$ cat src/rtl/pidc_pkg.sv
// Shared types and constants for the PID controller with dead zone and clamps.
// Holds data widths, register indexes, reset values and the configuration struct.
// Used by every module of the block; depends on nothing.
`timescale 1ns / 1ps
`default_nettype none

package pidc_pkg;

    // Data path widths (signed Q16.16 by default).
    localparam int DATA_W = 32;
    localparam int FRAC_W = 16;
    localparam int DB_W   = DATA_W - 1;
    localparam int DIFF_W = DATA_W + 1;
    localparam int PROD_W = 2 * DATA_W;
    localparam int TERM_W = PROD_W - FRAC_W;
    localparam int ACC_W  = TERM_W + 2;

    // Configuration port.
    localparam int CFG_ADDR_W = 3;

    localparam logic [CFG_ADDR_W-1:0] REG_GAIN_P      = 3'd0;
    localparam logic [CFG_ADDR_W-1:0] REG_GAIN_I      = 3'd1;
    localparam logic [CFG_ADDR_W-1:0] REG_GAIN_D      = 3'd2;
    localparam logic [CFG_ADDR_W-1:0] REG_INT_UPPER   = 3'd3;
    localparam logic [CFG_ADDR_W-1:0] REG_INT_LOWER   = 3'd4;
    localparam logic [CFG_ADDR_W-1:0] REG_DRIVE_UPPER = 3'd5;
    localparam logic [CFG_ADDR_W-1:0] REG_DRIVE_LOWER = 3'd6;
    localparam logic [CFG_ADDR_W-1:0] REG_DEADBAND    = 3'd7;

    localparam logic [DATA_W-1:0] RST_GAIN_P      = 32'sd5243;
    localparam logic [DATA_W-1:0] RST_GAIN_I      = 32'sd1966;
    localparam logic [DATA_W-1:0] RST_GAIN_D      = 32'sd0;
    localparam logic [DATA_W-1:0] RST_INT_UPPER   = 32'sd32768000;
    localparam logic [DATA_W-1:0] RST_INT_LOWER   = -32'sd32768000;
    localparam logic [DATA_W-1:0] RST_DRIVE_UPPER = 32'sd524288;
    localparam logic [DATA_W-1:0] RST_DRIVE_LOWER = -32'sd524288;
    localparam logic [DB_W-1:0]   RST_DEADBAND    = 31'd0;

    // Stream widths.
    localparam int S_TDATA_W = 2 * DATA_W;
    localparam int M_TDATA_W = DATA_W;

    // Capacity of the whole block: front register, queue and four back stages.
    localparam int QUEUE_DEPTH = 2;
    localparam int CAPACITY    = 1 + QUEUE_DEPTH + 4;

    typedef struct packed {
        logic signed [DATA_W-1:0] gain_p;
        logic signed [DATA_W-1:0] gain_i;
        logic signed [DATA_W-1:0] gain_d;
        logic signed [DATA_W-1:0] int_upper;
        logic signed [DATA_W-1:0] int_lower;
        logic signed [DATA_W-1:0] drive_upper;
        logic signed [DATA_W-1:0] drive_lower;
        logic        [DB_W-1:0]   deadband;
    } t_cfg;

endpackage

`default_nettype wire

$ cat src/rtl/pidc_queue.sv
// Two-entry queue between the front end and the back end.
// Takes a push and a pop in the same cycle unless full, so it passes one beat per cycle while the back end takes them.
// Depends on pidc_pkg.
`timescale 1ns / 1ps
`default_nettype none

module pidc_queue (
    input  wire logic                            i_clk,
    input  wire logic                            i_rst_n,
    input  wire logic                            i_valid,
    output logic                                 o_ready,
    input  wire logic [pidc_pkg::DATA_W-1:0]     i_data,
    output logic                                 o_valid,
    input  wire logic                            i_ready,
    output logic [pidc_pkg::DATA_W-1:0]          o_data
);

    localparam int PTR_W = $clog2(pidc_pkg::QUEUE_DEPTH);
    localparam int CNT_W = $clog2(pidc_pkg::QUEUE_DEPTH + 1);

    logic [pidc_pkg::DATA_W-1:0] r_mem [pidc_pkg::QUEUE_DEPTH];
    logic [PTR_W-1:0]            r_wr_ptr;
    logic [PTR_W-1:0]            r_rd_ptr;
    logic [CNT_W-1:0]            r_count;
    logic                        w_push;
    logic                        w_pop;

    assign o_ready = (r_count != CNT_W'(pidc_pkg::QUEUE_DEPTH));
    assign o_valid = (r_count != '0);
    assign o_data  = r_mem[r_rd_ptr];
    assign w_push  = i_valid && o_ready;
    assign w_pop   = o_valid && i_ready;

    always_ff @(posedge i_clk) begin
        if (!i_rst_n) begin
            r_wr_ptr <= '0;
            r_rd_ptr <= '0;
            r_count  <= '0;
        end else begin
            if (w_push) begin
                r_wr_ptr <= r_wr_ptr + 1'b1;
            end
            if (w_pop) begin
                r_rd_ptr <= r_rd_ptr + 1'b1;
            end
            if (w_push && !w_pop) begin
                r_count <= r_count + 1'b1;
            end else if (w_pop && !w_push) begin
                r_count <= r_count - 1'b1;
            end
        end
    end

    always_ff @(posedge i_clk) begin
        if (w_push) begin
            r_mem[r_wr_ptr] <= i_data;
        end
    end

endmodule

`default_nettype wire

$ cat config.mk
export PLATFORM = sky130hd
export DESIGN_NAME = pidc_queue
export DESIGN_NICKNAME = d
export VERILOG_FILES = /design/src/rtl/pidc_pkg.sv /design/src/rtl/pidc_queue.sv
export SDC_FILE = /design/constraint.sdc
export NUM_CORES = 1
export LEC_CHECK = 0
export BUFFER_PORTS_ARGS = -buffer_cell sky130_fd_sc_hd__buf_4
export CORE_MARGIN = 2
export CORE_UTILIZATION = 30
export CTS_CLUSTER_DIAMETER = 200
export CTS_CLUSTER_SIZE = 28
export DETAILED_ROUTE_END_ITERATION = 8
export PLACE_DENSITY_LB_ADDON = 0.08
export SLEW_MARGIN = 15
export SYNTH_ARGS = -nofsm -noshare
export SYNTH_HDL_FRONTEND = slang
export SYNTH_SLANG_ARGS = --single-unit
$ cat constraint.sdc
create_clock -name i_clk -period 2.8 [get_ports i_clk]
set_input_delay 0.56 -clock i_clk [delete_from_list [all_inputs] [get_ports i_clk]]
set_output_delay 0.56 -clock i_clk [all_outputs]
set_load 0.01 [all_outputs]
# Yosys cells after proc, flatten, opt, wreduce, memory -nomap -nowiden
# Memories as Yosys holds them, arrays and structs flattened. A register that Yosys moved wholly into a read port is not among the register bits.
# Index checks and enable logic that the tools add are counted.
# totals
in_bits	36
reg_bits	4
ramBits	64
memories	1
output_inout_bits	34
elab_cells	23
# mem_list
memory	depth	word_bits	read_ports	rd_clocked_by_memory_dff	write_ports	line	source
r_mem	2	32	1	1	1	pidc_queue.sv:21	logic [pidc_pkg::DATA_W-1:0] r_mem [pidc_pkg::QUEUE_DEPTH];
# classes
n_reduce_logical	8
n_addsub	4
mux	6
n_eq_ne	1
# op_table
operator	count
$logic_and A1 B1 Y1	4
$mux W1	4
$mux W2	2
$reduce_bool A2 Y1	2
$add A1 B1 Y1 const B	2
$add A2 B1 Y2 const B	1
$logic_not A1 Y1	2
$ne A2 B2 Y1 const B	1
$sub A2 B1 Y2 const B	1

# Depth between registers and ports, before layout
# Gate-level depths: netlist of run 1.
# logic_depth
ltp_word	6
ltp_mapped	6
mapped_depth_nobuf	6

# Worst setup path after synthesis of run 1
# OpenSTA, ideal clock, no wires.
# synth_path
path_kind	flip-flop to flip-flop
start	reg r_count[0]
end	mem r_mem[1][0] (netlist bit), enable pin
arrival_time_ns	1.408
n_path_buf	0
period_less_slack_ns	1.801
stages_incl_launch_ff	3
setup_time_ns	0.392
required_time_ns	2.408
slack_ns	0.999
cell_sequence	dfxtp_1 nand2b_4 and3_1
# synth_between
elab_chain_len	4
# synth_lines
element	line	source
from (decl)	pidc_queue.sv:24	logic [CNT_W-1:0] r_count;
from (signal assigned)	pidc_queue.sv:47	r_count <= r_count + 1'b1;
from (signal assigned)	pidc_queue.sv:49	r_count <= r_count - 1'b1;
$ne A2 B2 Y1	pidc_queue.sv:28	assign o_ready = (r_count != CNT_W'(pidc_pkg::QUEUE_DEPTH));
via o_ready	pidc_queue.sv:11	output logic o_ready,
$logic_and A1 B1 Y1	pidc_queue.sv:31	assign w_push = i_valid && o_ready;
$mux W1	pidc_queue.sv:55	if (w_push) begin
$mux W1 (implied by the code)	pidc_queue.sv:56	r_mem[r_wr_ptr] <= i_data;
to (decl)	pidc_queue.sv:21	
# The timed path passes the listed nets, and every way through them passes these cells.

==> results of run 1 <==
registers in the layout, indices dropped and copies added, names as in the netlist, named ones only:
| signal | flops |
|---|---|
| r_count | 2 |
| r_rd_ptr | 1 |
| r_mem | 64 |
| r_wr_ptr | 1 |
cells by family (layout without fill, tap and decap cells):
logic type / after synthesis / in the layout / synth area share [%]
mux: 32 / 32 / 14.1
fa+ha+maj: 1 / 1 / 0.490
xor+xnor: 3 / 3 / 1.03
compound gates: 5 / 5 / 1.37
simple gates: 9 / 9 / 2.55
flops: 69 / 69 / 79.3
buf+inv: 5 / 89 / 1.18
path summary, 6_finish.rpt:
kind,from,to,slack (ns),depth (start not counted)
max,flop,o_data[21],0.66,3
min,i_data[14],r_mem[1][14],0.40,1
max reg2reg,r_count[0],r_mem[1][21],1.09,2
min reg2reg,r_count[1],r_count[1],0.59,2
metal layers:
layer  track usage, %  vias to the layer above  share of wire [%]
met2             18.3                       42                 53
li1                 -                      639                  -
met5                0                        -                  0
met1             11.1                      667                 38
met3             3.68                        9                6.5
met4             6.79                        0                2.2
worst reg2reg max path, delay by kind of cell, from the launching register on:
| kind | cells | cell delay, ns |
|---|---|---|
| flip-flops | 1 | 0.43 |
| AND/OR/NAND/NOR | 2 | 0.89 |
through the flow:
stage          setup slack (ns)  hold WS (ns)  instances  area (sq um)
4_1_cts                   0.624         0.377        313          3410
5_1_grt                   0.573         0.372        313          3410
3_3_place_gp               1.03         0.530        297          3210
3_5_place_dp              0.999         0.578        297          3210
6_report                  0.655         0.396        313          3410
2_1_floorplan             0.999         0.512        124          2550
synth_stat cells (all sizes together):
library cell and number:
a21bo 1, a21boi 2, and2 4, and3 1, buf 3, clkbuf 1
dfxtp 5, edfxtp 64, ha 1, inv 1, mux2 32, nand2b 1
nand3b 1, o21ai 2, or2 1, or3 1, xnor2 2, xor2 1
report_power, final:
group	switching, mW	internal [mW]
logic	0.370	0.455
registers	0.0582	1.29
clock network	0.386	0.414
layout by cell type, fill, tap and decap left out, types with 2 or more instances in the layout:
cell	n
sky130_fd_sc_hd__and2_1	4
sky130_fd_sc_hd__mux2_2	30
sky130_fd_sc_hd__mux2_1	2
sky130_fd_sc_hd__xnor2_1	2
sky130_fd_sc_hd__edfxtp_1	64
sky130_fd_sc_hd__inv_6	2
sky130_fd_sc_hd__buf_4	71
sky130_fd_sc_hd__dfxtp_1	4
sky130_fd_sc_hd__clkbuf_8	9
layout make-up:
cell class,count,area share (%)
Tap cell,105,3.85
Timing Repair Buffer,72,16.2
Inverter,1,0.110
Multi-Input combinational cell,50,14.7
Sequential cell,69,59.4
Clock buffer,9,3.63
Clock inverter,7,2.13
==> metrics, run 1 <==
crit-path leading delay family buffers and inverters; H-tree Lvls 3; RSZ-0062 raised after global routing false; overall die area 0.00926 sq mm; highest clock frequency the design can meet 466 MHz; Critical-path top delay cell sky130_fd_sc_hd__dfxtp_2; clock skew after layout 0.00616 ns; TritonCTS clock tree done; Worst-Skew Late Latency 0.34 ns; diode insertion count for antenna repair 0; number of antenna violations at the first check in global routing 0; sequential fraction of the synthesis area 79.3%; cell type with the largest total area after synthesis sky130_fd_sc_hd__edfxtp_1; post-synthesis average cell area 20.6 sq um; number of nets produced by synthesis 161; sort of element at the start of the critical path flop; number of max-cap violations 0; final core area utilization 41.5%; starting DRC count in detailed routing 36; TritonCTS buffer count 9; biggest cell delay along the critical path 0.42 ns; IO Port Bufs 69; area of the placeable core 0.00822 sq mm; count of boundary I/O pins 70; area used by multi-input combinational logic 500 sq um; final RePlAce weighted congestion 0.650; post-DP HPWL 3300 microns; Layout area overhead 33.6%; share of the synthesized area in the top cell type 75.3%; most frequent CP cell sky130_fd_sc_hd__buf_4; WP buf/inv 2; Vias 1,357; largest fanout on the critical path 16; effective utilization at floorplan 31.0%; run status completed; Yosys warning count 0; DRC violation count after routing 0; register clock-pin slew on the reported worst setup and hold paths 0.08 ns; post-cts gate resize count 0; filler cell count in the final layout 769; #FFs+latches synth 69; share of layout cells above drive strength 1 58.7%; worst slew margin relative to its limit 48.2%; summed instance area of the synthesized netlist 0.00255 sq mm; nature of the critical path endpoint output pin; maximum number of pins on one net before global-route repair 33; total count of max-transition violations in the final report 0; number of detailed-route iterations in the first pass 4; time the worst path needs with I/O delays and setup 2.14 ns; DIE HEIGHT 96.2 microns; fraction of the cycle the final worst path needs 76.6%; worst vdd rail ir drop 0.306 mV; cell area power density 873 mW/mm^2; distinct cell type count after synthesis 21; class of the worst hold path in -> reg; total grt overflow 0; required time of the critical path 2.24 ns; hold_buf cts 0; aggregate global-route resource usage 10.7%; synthesized netlist cell count 124; Tot Pwr 2.98 mW; area taken by flip-flops and latches 0.00202 sq mm; clock root buffer sky130_fd_sc_hd__clkbuf_8; clock sink count 69; leakage 1.27 nW; ratio of routed vias to standard cells 4.34; number of buffers inserted by post-CTS setup repair 0; Worst Path Class, Setup reg -> out; width of the chip 96.2 microns; DRT antenna net count 0; setup TNS after final layout 0 ns; measured slew at the worst slew-check pin 0.778 ns; Placement Rows 33; biggest area contributors in the synthesized netlist sky130_fd_sc_hd__edfxtp_1 75%, sky130_fd_sc_hd__mux2_2 13%, sky130_fd_sc_hd__dfxtp_1 3.9%; number of nets in the finished design 240; CP Data Arrival Time 1.58 ns; final hold vios 0; Bufs on Longest Clock Path 2; chain of cells forming the critical path buf_4 -> mux2_2 -> buf_4; vias in the first global route 1,442; wire length of the first global-routing pass 6820 microns; drt total wl 4740 microns; final count of negative-setup-slack endpoints 0; wire per inst 15.1 microns
No activity file was read; power rests on OpenSTA's default activity.
==> inputs of run 2 (changes only) <==
- clock period: 2.8 -> 2.1 ns (I/O delays scaled with it)
==> run 2 against run 1 <==
Die area is the same. Utilization is 0.50 points higher. Clock-buffer cell count is the same. Global-route usage decreased by 0.71 points. Largest power group unchanged.
==> metrics, run 2 (synthesis results as in run 1) <==
Tot Pwr 4.06 mW (+36%); clock sink count 69 (unchanged); cell area after placement 0.00323 sq mm (+0.47%); total count of max-transition violations in the final report 0 (unchanged); most common cell after layout, fill and taps aside sky130_fd_sc_hd__buf_4; count of boundary I/O pins 70 (unchanged); Vias 1,342 (-1.1%); number of antenna violations at the first check in global routing 0 (unchanged); WHS 0.270 ns (-0.126 ns); DRT antenna net count 0 (unchanged); number of buffers inserted by post-CTS setup repair 0 (unchanged); aggregate global-route resource usage 9.98% (-0.71 points); IO Port Bufs 69 (unchanged); area taken by flip-flops and latches 0.00202 sq mm (unchanged); total grt overflow 0 (unchanged); final core area utilization 42.0% (+0.50 points); hold_buf cts 0 (unchanged); area of the placeable core 0.00822 sq mm (unchanged); largest fanout on the critical path 18 (+2); H-tree Lvls 3 (unchanged); wire per inst 14.2 microns (-6.4%); area used by multi-input combinational logic 500 sq um (unchanged); Worst-Skew Late Latency 0.33 ns (about the same); biggest regs r_mem x64, r_count x2; post-route cell area 0.00345 sq mm (+1.2%); Placement Rows 33 (unchanged); post-DP HPWL 3100 microns (-6.1%); sort of element at the start of the critical path flop; filler cell count in the final layout 750 (-2.5%); post-cts gate resize count 0 (unchanged); diode insertion count for antenna repair 0 (unchanged); leading cell types in the layout, fill and taps excluded 73 x sky130_fd_sc_hd__buf_4, 64 x sky130_fd_sc_hd__edfxtp_1, 30 x sky130_fd_sc_hd__mux2_2; Worst Path Class, Setup reg -> out; number of flip-flops in the largest register 64 (unchanged); worst slew margin relative to its limit 73.2% (+25 points); effective utilization at floorplan 31.0% (unchanged); cell area power density 1180 mW/mm^2 (+35%); Layout area overhead 35.2%; Bufs on Longest Clock Path 2 (unchanged); clock root buffer sky130_fd_sc_hd__clkbuf_8; highest clock frequency the design can meet 538 MHz; register containing the most flip-flops in the final layout r_mem; DRC violation count after routing 0 (unchanged); TritonCTS buffer count 9 (unchanged); number of max-cap violations 0 (unchanged); clock skew after layout 0.00647 ns (+0.000315 ns); worst vdd rail ir drop 0.428 mV (+40%); measured slew at the worst slew-check pin 0.401 ns (-0.376 ns); final count of negative-setup-slack endpoints 0 (unchanged); fraction of the cycle the final worst path needs 88.6%; class of the worst hold path in -> reg; run status completed; number of nets in the finished design 242 (+0.83%); vias in the first global route 1,408 (-2.4%); nature of the critical path endpoint output pin; required time of the critical path 1.68 ns (-0.56 ns); register clock-pin slew on the reported worst setup and hold paths 0.08 ns (about the same); share of layout cells above drive strength 1 59.5% (+0.87 points); starting DRC count in detailed routing 45 (+25%); maximum number of pins on one net before global-route repair 19 (-42%); overall die area 0.00926 sq mm (unchanged); TritonCTS clock tree done; leakage 1.29 nW (+1.7%); ratio of routed vias to standard cells 4.26 (-1.7%); setup TNS after final layout 0 ns (unchanged); time the worst path needs with I/O delays and setup 1.86 ns; drt total wl 4460 microns (-5.8%); number of detailed-route iterations in the first pass 3 (-1); width of the chip 96.2 microns (unchanged); wire length of the first global-routing pass 6670 microns (-2.1%); final hold vios 0 (unchanged); CP Data Arrival Time 1.44 ns (-0.14 ns); RSZ-0062 raised after global routing false; DIE HEIGHT 96.2 microns (unchanged); final RePlAce weighted congestion 0.604 (-7.1%)
## run 2: metal layers
layer	vias to the layer above	track usage [%]	wire, microns
met5	-	0	0
met4	0	4.29	53
met3	5	3.84	310
met2	41	16.3	2260
met1	648	11.7	1840
li1	648	-	-
## run 2: path summary, 6_finish.rpt
kind	cells after the start	end	start	slack, ns
hold reg to reg	2	r_count[1]	r_count[1]	0.57
setup reg to reg	5	r_count[1]	r_count[0]	0.50
setup / recovery	3	o_data[30]	flop	0.24
hold / removal	1	r_mem[0][0]	i_data[0]	0.27
## run 2: worst max-delay path: stages, from the launching register on
cell and delay [ns]:
sky130_fd_sc_hd__dfxtp_2 0.32, sky130_fd_sc_hd__buf_4 0.25, sky130_fd_sc_hd__mux2_2 0.38, sky130_fd_sc_hd__buf_4 0.14
## run 2: cell type report
type,count,area share (%)
clock buffer,9,3.59
timing repair buffer,74,16.5
tap,105,3.81
sequential,69,58.7
inverter,1,0.109
multi-input combinational,50,14.5
clock inverter,7,2.87
## run 2: stage by stage
step                      setup slack [ns]  cells
after global routing                 0.167    315
after floorplan                      0.299    124
after CTS                            0.196    315
final                                0.240    315
after global placement               0.555    299
after detailed placement             0.507    299
## run 2: where the power goes
part | switching [mW] | leakage [nW] | internal [mW]
clock network | 0.498 | 0.110 | 0.674
logic | 0.498 | 0.541 | 0.610
registers | 0.0618 | 0.639 | 1.72
total | 1.06 | 1.29 | 3.00
