File: src/rtl/pidc_pkg.sv
// Shared types and constants for the PID controller with dead zone and clamps.
// Holds data widths, register indexes, reset values and the configuration struct.
// Used by every module of the block; depends on nothing.
`timescale 1ns / 1ps
`default_nettype none

package pidc_pkg;

    // Data path widths (signed Q16.16 by default).
    localparam int DATA_W = 32;
    localparam int FRAC_W = 16;
    localparam int DB_W   = DATA_W - 1;
    localparam int DIFF_W = DATA_W + 1;
    localparam int PROD_W = 2 * DATA_W;
    localparam int TERM_W = PROD_W - FRAC_W;
    localparam int ACC_W  = TERM_W + 2;

    // Configuration port.
    localparam int CFG_ADDR_W = 3;

    localparam logic [CFG_ADDR_W-1:0] REG_GAIN_P      = 3'd0;
    localparam logic [CFG_ADDR_W-1:0] REG_GAIN_I      = 3'd1;
    localparam logic [CFG_ADDR_W-1:0] REG_GAIN_D      = 3'd2;
    localparam logic [CFG_ADDR_W-1:0] REG_INT_UPPER   = 3'd3;
    localparam logic [CFG_ADDR_W-1:0] REG_INT_LOWER   = 3'd4;
    localparam logic [CFG_ADDR_W-1:0] REG_DRIVE_UPPER = 3'd5;
    localparam logic [CFG_ADDR_W-1:0] REG_DRIVE_LOWER = 3'd6;
    localparam logic [CFG_ADDR_W-1:0] REG_DEADBAND    = 3'd7;

    localparam logic [DATA_W-1:0] RST_GAIN_P      = 32'sd5243;
    localparam logic [DATA_W-1:0] RST_GAIN_I      = 32'sd1966;
    localparam logic [DATA_W-1:0] RST_GAIN_D      = 32'sd0;
    localparam logic [DATA_W-1:0] RST_INT_UPPER   = 32'sd32768000;
    localparam logic [DATA_W-1:0] RST_INT_LOWER   = -32'sd32768000;
    localparam logic [DATA_W-1:0] RST_DRIVE_UPPER = 32'sd524288;
    localparam logic [DATA_W-1:0] RST_DRIVE_LOWER = -32'sd524288;
    localparam logic [DB_W-1:0]   RST_DEADBAND    = 31'd0;

    // Stream widths.
    localparam int S_TDATA_W = 2 * DATA_W;
    localparam int M_TDATA_W = DATA_W;

    // Capacity of the whole block: front register, queue and four back stages.
    localparam int QUEUE_DEPTH = 2;
    localparam int CAPACITY    = 1 + QUEUE_DEPTH + 4;

    typedef struct packed {
        logic signed [DATA_W-1:0] gain_p;
        logic signed [DATA_W-1:0] gain_i;
        logic signed [DATA_W-1:0] gain_d;
        logic signed [DATA_W-1:0] int_upper;
        logic signed [DATA_W-1:0] int_lower;
        logic signed [DATA_W-1:0] drive_upper;
        logic signed [DATA_W-1:0] drive_lower;
        logic        [DB_W-1:0]   deadband;
    } t_cfg;

endpackage

`default_nettype wire

File: src/rtl/pidc_front.sv
// Front end: accepts a sample beat, forms the saturated error and applies the dead zone.
// The classified error is held in one register until the queue takes it.
// Depends on pidc_pkg.
`timescale 1ns / 1ps
`default_nettype none

module pidc_front (
    input  wire logic                            i_clk,
    input  wire logic                            i_rst_n,
    input  wire logic [pidc_pkg::DB_W-1:0]       i_deadband,
    input  wire logic                            i_valid,
    output logic                                 o_ready,
    input  wire logic [pidc_pkg::DATA_W-1:0]     i_setpoint,
    input  wire logic [pidc_pkg::DATA_W-1:0]     i_measured,
    output logic                                 o_valid,
    input  wire logic                            i_ready,
    output logic [pidc_pkg::DATA_W-1:0]          o_err
);

    logic                            r_valid;
    logic [pidc_pkg::DATA_W-1:0]     r_err;
    logic [pidc_pkg::DATA_W:0]       w_diff;
    logic [pidc_pkg::DATA_W-1:0]     w_sat;
    logic [pidc_pkg::DATA_W-1:0]     w_mag;
    logic [pidc_pkg::DATA_W-1:0]     n_err;

    always_comb begin
        w_diff = {i_setpoint[pidc_pkg::DATA_W-1], i_setpoint}
               - {i_measured[pidc_pkg::DATA_W-1], i_measured};
        // The two top bits disagree only when the difference left the signed range.
        if (w_diff[pidc_pkg::DATA_W] != w_diff[pidc_pkg::DATA_W-1]) begin
            w_sat = w_diff[pidc_pkg::DATA_W]
                  ? {1'b1, {(pidc_pkg::DATA_W-1){1'b0}}}
                  : {1'b0, {(pidc_pkg::DATA_W-1){1'b1}}};
        end else begin
            w_sat = w_diff[pidc_pkg::DATA_W-1:0];
        end
        // The magnitude of the most negative value reads correctly as unsigned.
        w_mag = w_sat[pidc_pkg::DATA_W-1] ? (~w_sat + 1'b1) : w_sat;
        n_err = (w_mag < {1'b0, i_deadband}) ? '0 : w_sat;
    end

    assign o_ready = !r_valid || i_ready;
    assign o_valid = r_valid;
    assign o_err   = r_err;

    always_ff @(posedge i_clk) begin
        if (!i_rst_n) begin
            r_valid <= 1'b0;
        end else if (o_ready) begin
            r_valid <= i_valid;
        end
    end

    always_ff @(posedge i_clk) begin
        if (o_ready && i_valid) begin
            r_err <= n_err;
        end
    end

endmodule

`default_nettype wire

File: config.mk
export PLATFORM = sky130hd
export DESIGN_NAME = pidc_front
export DESIGN_NICKNAME = d
export VERILOG_FILES = /design/src/rtl/pidc_pkg.sv /design/src/rtl/pidc_front.sv
export SDC_FILE = /design/constraint.sdc
export NUM_CORES = 1
export LEC_CHECK = 0
export BUFFER_PORTS_ARGS = -buffer_cell sky130_fd_sc_hd__buf_2
export CELL_PAD_IN_SITES_DETAIL_PLACEMENT = 0
export CELL_PAD_IN_SITES_GLOBAL_PLACEMENT = 1
export CORE_MARGIN = 1.5
export CORE_UTILIZATION = 43
export CTS_CLUSTER_SIZE = 8
export DETAILED_ROUTE_END_ITERATION = 10
export PLACE_DENSITY = 0.86
export SYNTH_ARGS = -nofsm -noshare
export SYNTH_HDL_FRONTEND = slang
export SYNTH_SLANG_ARGS = --single-unit
File: constraint.sdc
create_clock -name i_clk -period 22.5 [get_ports i_clk]
set_clock_uncertainty 0.15 [all_clocks]
set_input_delay 3.375 -clock i_clk [delete_from_list [all_inputs] [get_ports i_clk]]
set_output_delay 3.375 -clock i_clk [all_outputs]
set_load 0.005 [all_outputs]
Yosys cells after proc, flatten, opt, wreduce, memory -nomap -nowiden --
Cells that the tools add are included.
Storage, ports and cells: flip-flop bits (word level) 33, input port bits 99, output and inout port bits 34, word-level logic and storage cells 13
Operators by class: $add $sub $neg 2, magnitude comparators 1, eq/ne operators 1, muxes and demuxes 3, bitwise operators 1, reduce and logical (&&, ||, !) cells 3
Operators by type and width (count):
- $mux W32 | 3
- $sub A32 B32 Y33 | 1
- $add A32 B1 Y32 const B | 1
- $lt A32 B31 Y1 | 1
- $not A32 Y32 | 1
- $logic_and A1 B1 Y1 | 1
- $logic_not A1 Y1 | 1
- $logic_or A1 B1 Y1 | 1
- $ne A1 B1 Y1 | 1

Depth between registers and ports, before layout --
Gate-level depths: netlist (run 1).
depth after elaboration 7, mapped depth 35, depth with buffers taken out 33

Least setup slack after synthesis (run 1) --
Ideal clock, no wire load.
kind input-to-reg, from in i_measured[11] in the netlist's numbering, to reg r_err, in the netlist o_err[6] (data pin), setup time 0.266 ns, arrival time 9.985 ns, required time 22.084 ns, setup slack 12.099 ns, cell stages on the path 35, buffers on the path 6, cells stage by stage inv_1 -> ha_1 -> clkbuf_1 -> nand4_1 -> nor3_1 -> o211ai_1 -> a211oi_1 -> nor2_1 -> a311o_1 -> o21bai_1 -> a21oi_1 -> xnor2_1 -> ha_1 -> clkbuf_1 -> clkbuf_1 -> clkbuf_1 -> o21ai_0 -> ha_1 -> and3b_1 -> nand4bb_1 -> nor4b_1 -> mux2i_1 -> o22ai_1 -> ha_1 -> a21o_1 -> a21o_1 -> a21oi_1 -> o21ai_0 -> a21oi_1 -> o221ai_1 -> o221ai_1 -> and2_1 -> clkbuf_1 -> clkbuf_1 -> nor2_1
On the way: longest elaborated chain between the ends 7, elaborated cells between the ends (all ways) 8, those cells by class 2 x add/sub; 1 x order compare; 1 x eq/ne; 3 x mux; 1 x bitwise
Ends and longest elaborated chain:
- from (decl) | line pidc_front.sv:14 | input wire logic [pidc_pkg::DATA_W-1:0] i_measured,
- $sub A32 B32 Y33 * | line pidc_front.sv:29 | - {i_measured[pidc_pkg::DATA_W-1], i_measured};
- $mux W32 / $ne A1 B1 Y1 (equally long branches) | line pidc_front.sv:33, pidc_front.sv:31
- $mux W32 * | line pidc_front.sv:31 | if (w_diff[pidc_pkg::DATA_W] != w_diff[pidc_pkg::DATA_W-1]) begin
- $not A32 Y32 | line pidc_front.sv:39 | w_mag = w_sat[pidc_pkg::DATA_W-1] ? (~w_sat + 1'b1) : w_sat;
- $add A32 B1 Y32 | line pidc_front.sv:39
- $mux W32 | line pidc_front.sv:39
- $lt A32 B31 Y1 | line pidc_front.sv:40 | n_err = (w_mag < {1'b0, i_deadband}) ? '0 : w_sat;
- to (signal assigned) | line pidc_front.sv:57 | r_err <= n_err;
- to (decl) | line pidc_front.sv:21 | logic [pidc_pkg::DATA_W-1:0] r_err;
Mark *: on every way between the ends. The rest lies on a longest branch, timed or not. A chain may end at the register's enable or synchronous reset.

Worst setup path after layout (run 1) --
from in i_measured[11] in the netlist's numbering, to reg r_err, in the netlist o_err[31] (data pin)
The elaborated chain is that of the path after synthesis.

==> results of run 1 <==
-- through the flow --
stage,setup WS [ns],instance area (um^2)
6_report,10.64,6160
5_1_grt,10.01,6160
4_1_cts,10.73,6160
3_5_place_dp,10.47,6020
3_3_place_gp,10.84,6020
2_1_floorplan,12.10,5250
-- sequential cells by signal (all words and copies together), names as in the netlist --
| name | flops |
|---|---|
| o_err | 32 |
| o_valid | 1 |
-- synth_stat cells, types with 3 or more instances --
cell / count / area [um^2]
inv_1: 82 / 308
nor2_1: 81 / 304
ha_1: 65 / 813
a21oi_1: 55 / 275
nand2_1: 51 / 191
edfxtp_1: 32 / 961
o21ai_0: 31 / 155
a21o_1: 23 / 173
nor3_1: 22 / 110
xnor2_1: 22 / 193
clkbuf_1: 20 / 75.1
nand3_1: 16 / 80.1
xor2_1: 15 / 131
a211oi_1: 14 / 105
nand4_1: 14 / 87.6
o21a_1: 10 / 75.1
o22ai_1: 9 / 56.3
a31oi_1: 8 / 50.1
and2_1: 7 / 43.8
o211ai_1: 7 / 52.6
or2_2: 7 / 43.8
mux2i_1: 6 / 60.1
nor2b_1: 6 / 37.5
o21ai_1: 5 / 25.0
a211o_1: 4 / 35.0
and3_1: 4 / 25.0
o31ai_1: 4 / 30.0
a21boi_0: 3 / 22.5
buf_1: 3 / 11.3
buf_2: 3 / 15.0
mux2_2: 3 / 33.8
nand2b_1: 3 / 18.8
nor3b_1: 3 / 22.5
nor4_1: 3 / 18.8
o21bai_1: 3 / 22.5
o221ai_1: 3 / 26.3
-- critical path, delay by kind of cell --
family          cells  cell delay [ns]
xor+xnor            1             0.24
buf+inv             3             0.71
fa+ha+maj           3             1.21
compound gates     14             3.14
simple gates       10             2.99
-- path summary, 6_finish.rpt --
check,from,endpoint,slack [ns],depth (start not counted)
worst max-delay path,i_measured[11],o_err[31],10.64,31
worst min-delay path,o_valid,o_valid,0.38,2
worst max register to register,o_valid,o_err[11],21.12,3
worst min register to register,o_valid,o_valid,0.38,2
-- layer usage --
metal	up-vias	global-route usage
met3	12	0.0138
li1	2755	-
met4	0	0.0542
met2	181	0.370
met5	-	0
met1	2476	0.314
-- where the power goes --
part	total, uW	switching (uW)	internal [uW]	leakage (uW)
Combinational	357	219	138	0.00261
Sequential	99.8	4.00	95.8	0.000328
Clock	64.5	20.6	43.9	0.0000712
-- area by class of cell --
cell class	count	area, um^2
repair buffers	136	691
inverters	82	308
well taps	147	184
multi-input cells	555	3850
fillers	1208	5800
clock buffers	8	146
flip-flops and latches	33	981
-- logic make-up after synthesis --
family,count (synthesis),synth area share
xor+xnor,38,0.0648
buf+inv,109,0.0800
simple gates,236,0.228
fa+ha+maj,66,0.159
flops,33,0.187
mux,9,0.0179
compound gates,206,0.264
-- layout by cell type, fill, tap and decap left out, types with 4 or more instances in the layout --
cell         n
o21ai_0     31
a21o_1      23
nand4_1     14
clkbuf_16    5
nor3_1      22
o21a_1      10
o211ai_1     7
or2_2        7
o31ai_1      4
o21ai_1      5
a21oi_1     55
nor2_1      81
inv_1       82
a211o_1      4
ha_1        65
a31oi_1      8
buf_4        4
nand2_1     51
buf_2      132
edfxtp_1    32
mux2i_1      6
o22ai_1      9
xor2_1      15
nor2b_1      6
xnor2_1     22
and3_1       4
a211oi_1    14
nand3_1     16
and2_1       7
==> summary.txt, run 1 <==
GRT
  – Antenna violations before repair: 0
  – First-pass GRT wire length: roughly 24 mm
  – Largest net degree at the start of global routing: 33
  – Grt total ovfl: 0
  – Vias in the first global route: approximately 5000
  – GRT Resource Usage Total: 0.222

Routing
  – Vias per Instance: between 5 and 6
  – Vias: ~5400
  – Routed met3 length: between 700 and 800 um
  – WL final: approximately 14 mm
  – Initial DRC Count: between 200 and 250
  – ANT nets after route: 0
  – Wire per inst: approximately 15 um
  – Top Metal Used: met4
  – DRC violations left: 0
  – Met2 WL post-DR: between 6 and 7 mm
  – M1 wire length: about 7.0 mm
  – DRT Pass-1 Iters: 5

Worst setup path
  – Max FO, Critical Path: 26
  – WP data arrival: about 12 ns
  – Worst path slowest cell: and2_1
  – Crit path kind: primary input to flop
  – CP max stage delay: approximately 0.73 ns
  – CP Launch Type: primary input
  – Required @ worst endpoint: between 20 and 25 ns
  – Critical Path Sink Type: flop

Clock network
  – # hold bufs at CTS: 0
  – Post-CTS resize count: 0
  – Postcts setup bufs: 0
  – CTS tree: done
  – Clk root buf: clkbuf_16
  – Clock slew at reported path FFs: roughly 0.040 ns
  – TritonCTS Buffers: 5
  – Clock latency at the later pin of the worst-skew pair: around 0.26 ns
  – CTS sink cnt: 33
  – CTS H-tree depth: 2
  – Clk buf depth: 2

STA
  – Worst hold slack: around 0.38 ns
  – Final Slew Violations: 0
  – Setup_tns: 0 ns
  – Final period utilization: 0.527
  – RSZ-0062 raised after global routing: no
  – Highest clock rate: 0.0843 GHz
  – # setup viols final: 0
  – Slew @ Worst Pin: between 0.8 and 0.9 ns
  – Final Hold Vio Count: 0
  – Slew Limit Headroom: 0.406
  – Fin crit period: 11.86 ns

Die
  – Die width: about 110 um
  – Rows: 40
  – IO Count: approximately 130
  – CORE AREA: approximately 12000 um^2
  – Die ar.: around 13000 um^2
  – Initial Util: 0.439
  – Chip Height: about 110 um

Finish
  – Antenna Cells: 0
  – Layout cells sized above 1: 0.208
  – Final Core Density: 0.515
  – Nets: 978
  – Area growth, synth to finish: 17.3%
  – Non-Filler Instances: between 900 and 1000

Logic synthesis
  – Yosys warns: 0
  – Main flop type after synthesis: edfxtp_1
  – Cells after synthesis: between 600 and 700
  – Synthesis-stage register bit count: 33
  – Post-synthesis cell area: about 5300 um^2
  – Post-synthesis average cell area: between 7 and 8 um^2
  – Synth unique cells: 74
  – Async SR Flop Fraction: 0
  – Syn_nets: between 800 and 900
  – Post-synth EDFFs: 32
  – Sequential share of the synthesized area: 0.187

Placed design
  – GP Congestion: ~0.91
  – Hpwl dp: between 10 and 15 mm
  – Port bufs: 132
  – Dpl cells: 953

Job
  – # Max-Cap Violations: 0

Run status
  – Status: complete, no violations

Power
  – Power density cells: 84.6 nW/um^2
  – Leakage: 0.00301 uW
  – Maximum vdd drop: 0.0322 mV
  – Total power: about 520 uW

Min path
  – Worst Hold Class: flop to flop
No activity file was read; power rests on OpenSTA's default activity.
==> run 2: changes to the inputs <==
Settings changed: CORE_UTILIZATION 43 to 36, PLACE_DENSITY 0.86 to 0.76.
Clock period 22.5 ns to 9.8 ns, I/O delays scaled along.
==> run 2 against run 1 <==
  * Largest power group unchanged
  * Via count fell by 0.22%
  * Combinational power increased by 140%
  * Critical path depth is 1 higher
  * Register-to-register slack got worse by 13 ns
  * Sequential cell count unchanged
  * Die area increased by 19%
  * Sequential share of layout area shrank 0.28 points
  * Largest cell class unchanged
  * Clock-buffer cell count shrank 2
  * Power is 140% higher
  * Design area increased by 1.8%
  * Clock power grew to 2.7 times the previous value
==> summary.txt, run 2 (synthesized netlist as in run 1, its figures left out) <==
Clock network
  – CTS H-tree depth: 2
  – Clk root buf: clkbuf_16
  – CTS tree: done
  – Clk buf depth: 2
  – TritonCTS Buffers: 5
  – Post-CTS resize count: 0
  – CTS sink cnt: 33
  – Clock slew at reported path FFs: ~0.05 ns
  – # hold bufs at CTS: 0
  – Postcts setup bufs: 0
  – Clock latency at the later pin of the worst-skew pair: 0.27 ns

Worst setup path
  – Worst path slowest cell: nor4_4
  – CP most frequent cell: a211oi_1
  – Max FO, Critical Path: 17
  – CP max stage delay: between 0.4 and 0.5 ns
  – Required @ worst endpoint: between 9 and 10 ns
  – Crit path kind: primary input to flop
  – Critical Path Sink Type: flop
  – R2r endpoint: o_err[6]
  – Logic depth of the worst path, buffers included: 32
  – R2R cell count: 3
  – CP Launch Type: primary input
  – Critical R2R Launch: o_valid
  – WP data arrival: slightly above 9 ns
  – Crit-path leading delay family: compound AO/OA/AOI/OAI gates
  – Reg2reg setup slack: ~8.4 ns
  – CP Buf/Inv Count: 3

STA
  – Final Hold Vio Count: 0
  – Slew @ Worst Pin: 0.660 ns
  – Final setup margin: just under 0.6 ns
  – Worst hold slack: between 0.3 and 0.4 ns
  – Setup_tns: 0 ns
  – RSZ-0062 raised after global routing: no
  – Final period utilization: 0.939
  – Slew Limit Headroom: 0.556
  – # setup viols final: 0
  – Final Slew Violations: 0
  – Highest clock rate: between 0.1 and 0.15 GHz
  – Fin crit period: 9.20 ns

Die
  – Rows: 43
  – IO Count: around 130
  – CORE AREA: approximately 14000 um^2
  – Initial Util: 0.374
  – Die ar.: about 15000 um^2
  – Chip Height: around 120 um
  – Die width: about 120 um

Min path
  – Hold Crit Start: o_valid
  – Worst Hold Class: flop to flop
  – Hold path endpoint: o_valid
  – Worst hold stages: 2

Placed design
  – Port bufs: between 100 and 150
  – Hpwl dp: ~13 mm
  – DP Worst Slack: between 0.3 and 0.4 ns
  – GP Congestion: 0.899
  – Placed cell area: slightly above 6000 um^2

Finish
  – Post-route cell area: between 6000 and 7000 um^2
  – Antenna Cells: 0
  – Most common cell after layout, fill and taps aside: buf_2
  – Max reg flops: 32
  – Commonest non-fill, non-tap cells in the layout: buf_2, inv_1, nor2_1, ha_1, a21oi_1
  – Area growth, synth to finish: 19.4%
  – Layout cells sized above 1: 0.214
  – Nets: slightly below 1000

GRT
  – Vias in the first global route: a little under 5000
  – Antenna violations before repair: 0
  – GRT Resource Usage Total: 0.202
  – Largest net degree at the start of global routing: 33
  – Grt total ovfl: 0
  – First-pass GRT wire length: roughly 25 mm

Routing
  – DRT Pass-1 Iters: 5
  – Vias per Instance: between 5 and 6
  – Vias: 5412
  – DRC violations left: 0
  – Wire per inst: 15.6 um
  – WL final: 15.6 mm
  – Initial DRC Count: between 200 and 300
  – ANT nets after route: 0

Power
  – Power density cells: 198 nW/um^2
  – Maximum vdd drop: 0.118 mV
  – Leakage: about 0.0031 uW

Run status
  – Status: complete, no violations

Job
  – # Max-Cap Violations: 0
==> run 2: changes by cell type in the layout (fill, tap and decap cells not counted), sizes merged <==
cell / before / now
buf: 136 / 143
clkbuf: 8 / 6
bufinv: 0 / 1
clkinv: 0 / 1
==> run 2: area by class of cell <==
class,instances,area [um^2]
Clock buffer,6,129
Timing Repair Buffer,143,743
Multi-Input combinational cell,555,3850
Tap cell,180,225
Fill cell,1421,7770
Sequential cell,33,981
Clock inverter,2,33.8
Inverter,82,308
==> run 2: power breakdown <==
part | internal (uW) | switching [uW] | total, uW | leakage [uW]
sequential | 220 | 10.0 | 230 | 0.000328
combinational | 329 | 513 | 842 | 0.00265
clock | 119 | 53.1 | 172 | 0.0000785
total | 667 | 576 | 1240 | 0.00305
==> run 2: worst reg2reg max path, delay by kind of cell, from the launching register on <==
family,cells,cell delay (ns)
buf+inv,1,0.36
flops,1,0.30
simple gates,2,0.22
==> run 2: routing by layer <==
metal  up-vias  global-route usage  wire, um
met5         -                   0         0
met4         0              0.0374       122
met3        10             0.00870       716
met2       163               0.339      7080
met1      2475               0.289      7700
li1       2764                   -         -
==> run 2: per-stage QoR <==
step,power [uW],instances,util
2_1_floorplan,821,697,-
3_3_place_gp,1050,993,0.435
3_5_place_dp,1070,993,0.435
4_1_cts,1250,1001,0.447
5_1_grt,1360,1001,0.447
6_report,1240,1001,0.447
==> run 2: worst max path at each step <==
stage | from | end | slack (ns)
after global routing | i_measured[12] | o_err[10] | 0.05
final | i_measured[12] | o_err[10] | 0.60
after detailed placement | i_measured[12] | o_err[10] | 0.39
after CTS | i_setpoint[12] | o_err[10] | 0.62
after global placement | i_setpoint[12] | o_err[8] | 0.56
after floorplan | i_measured[11] | o_err[6] | 1.30
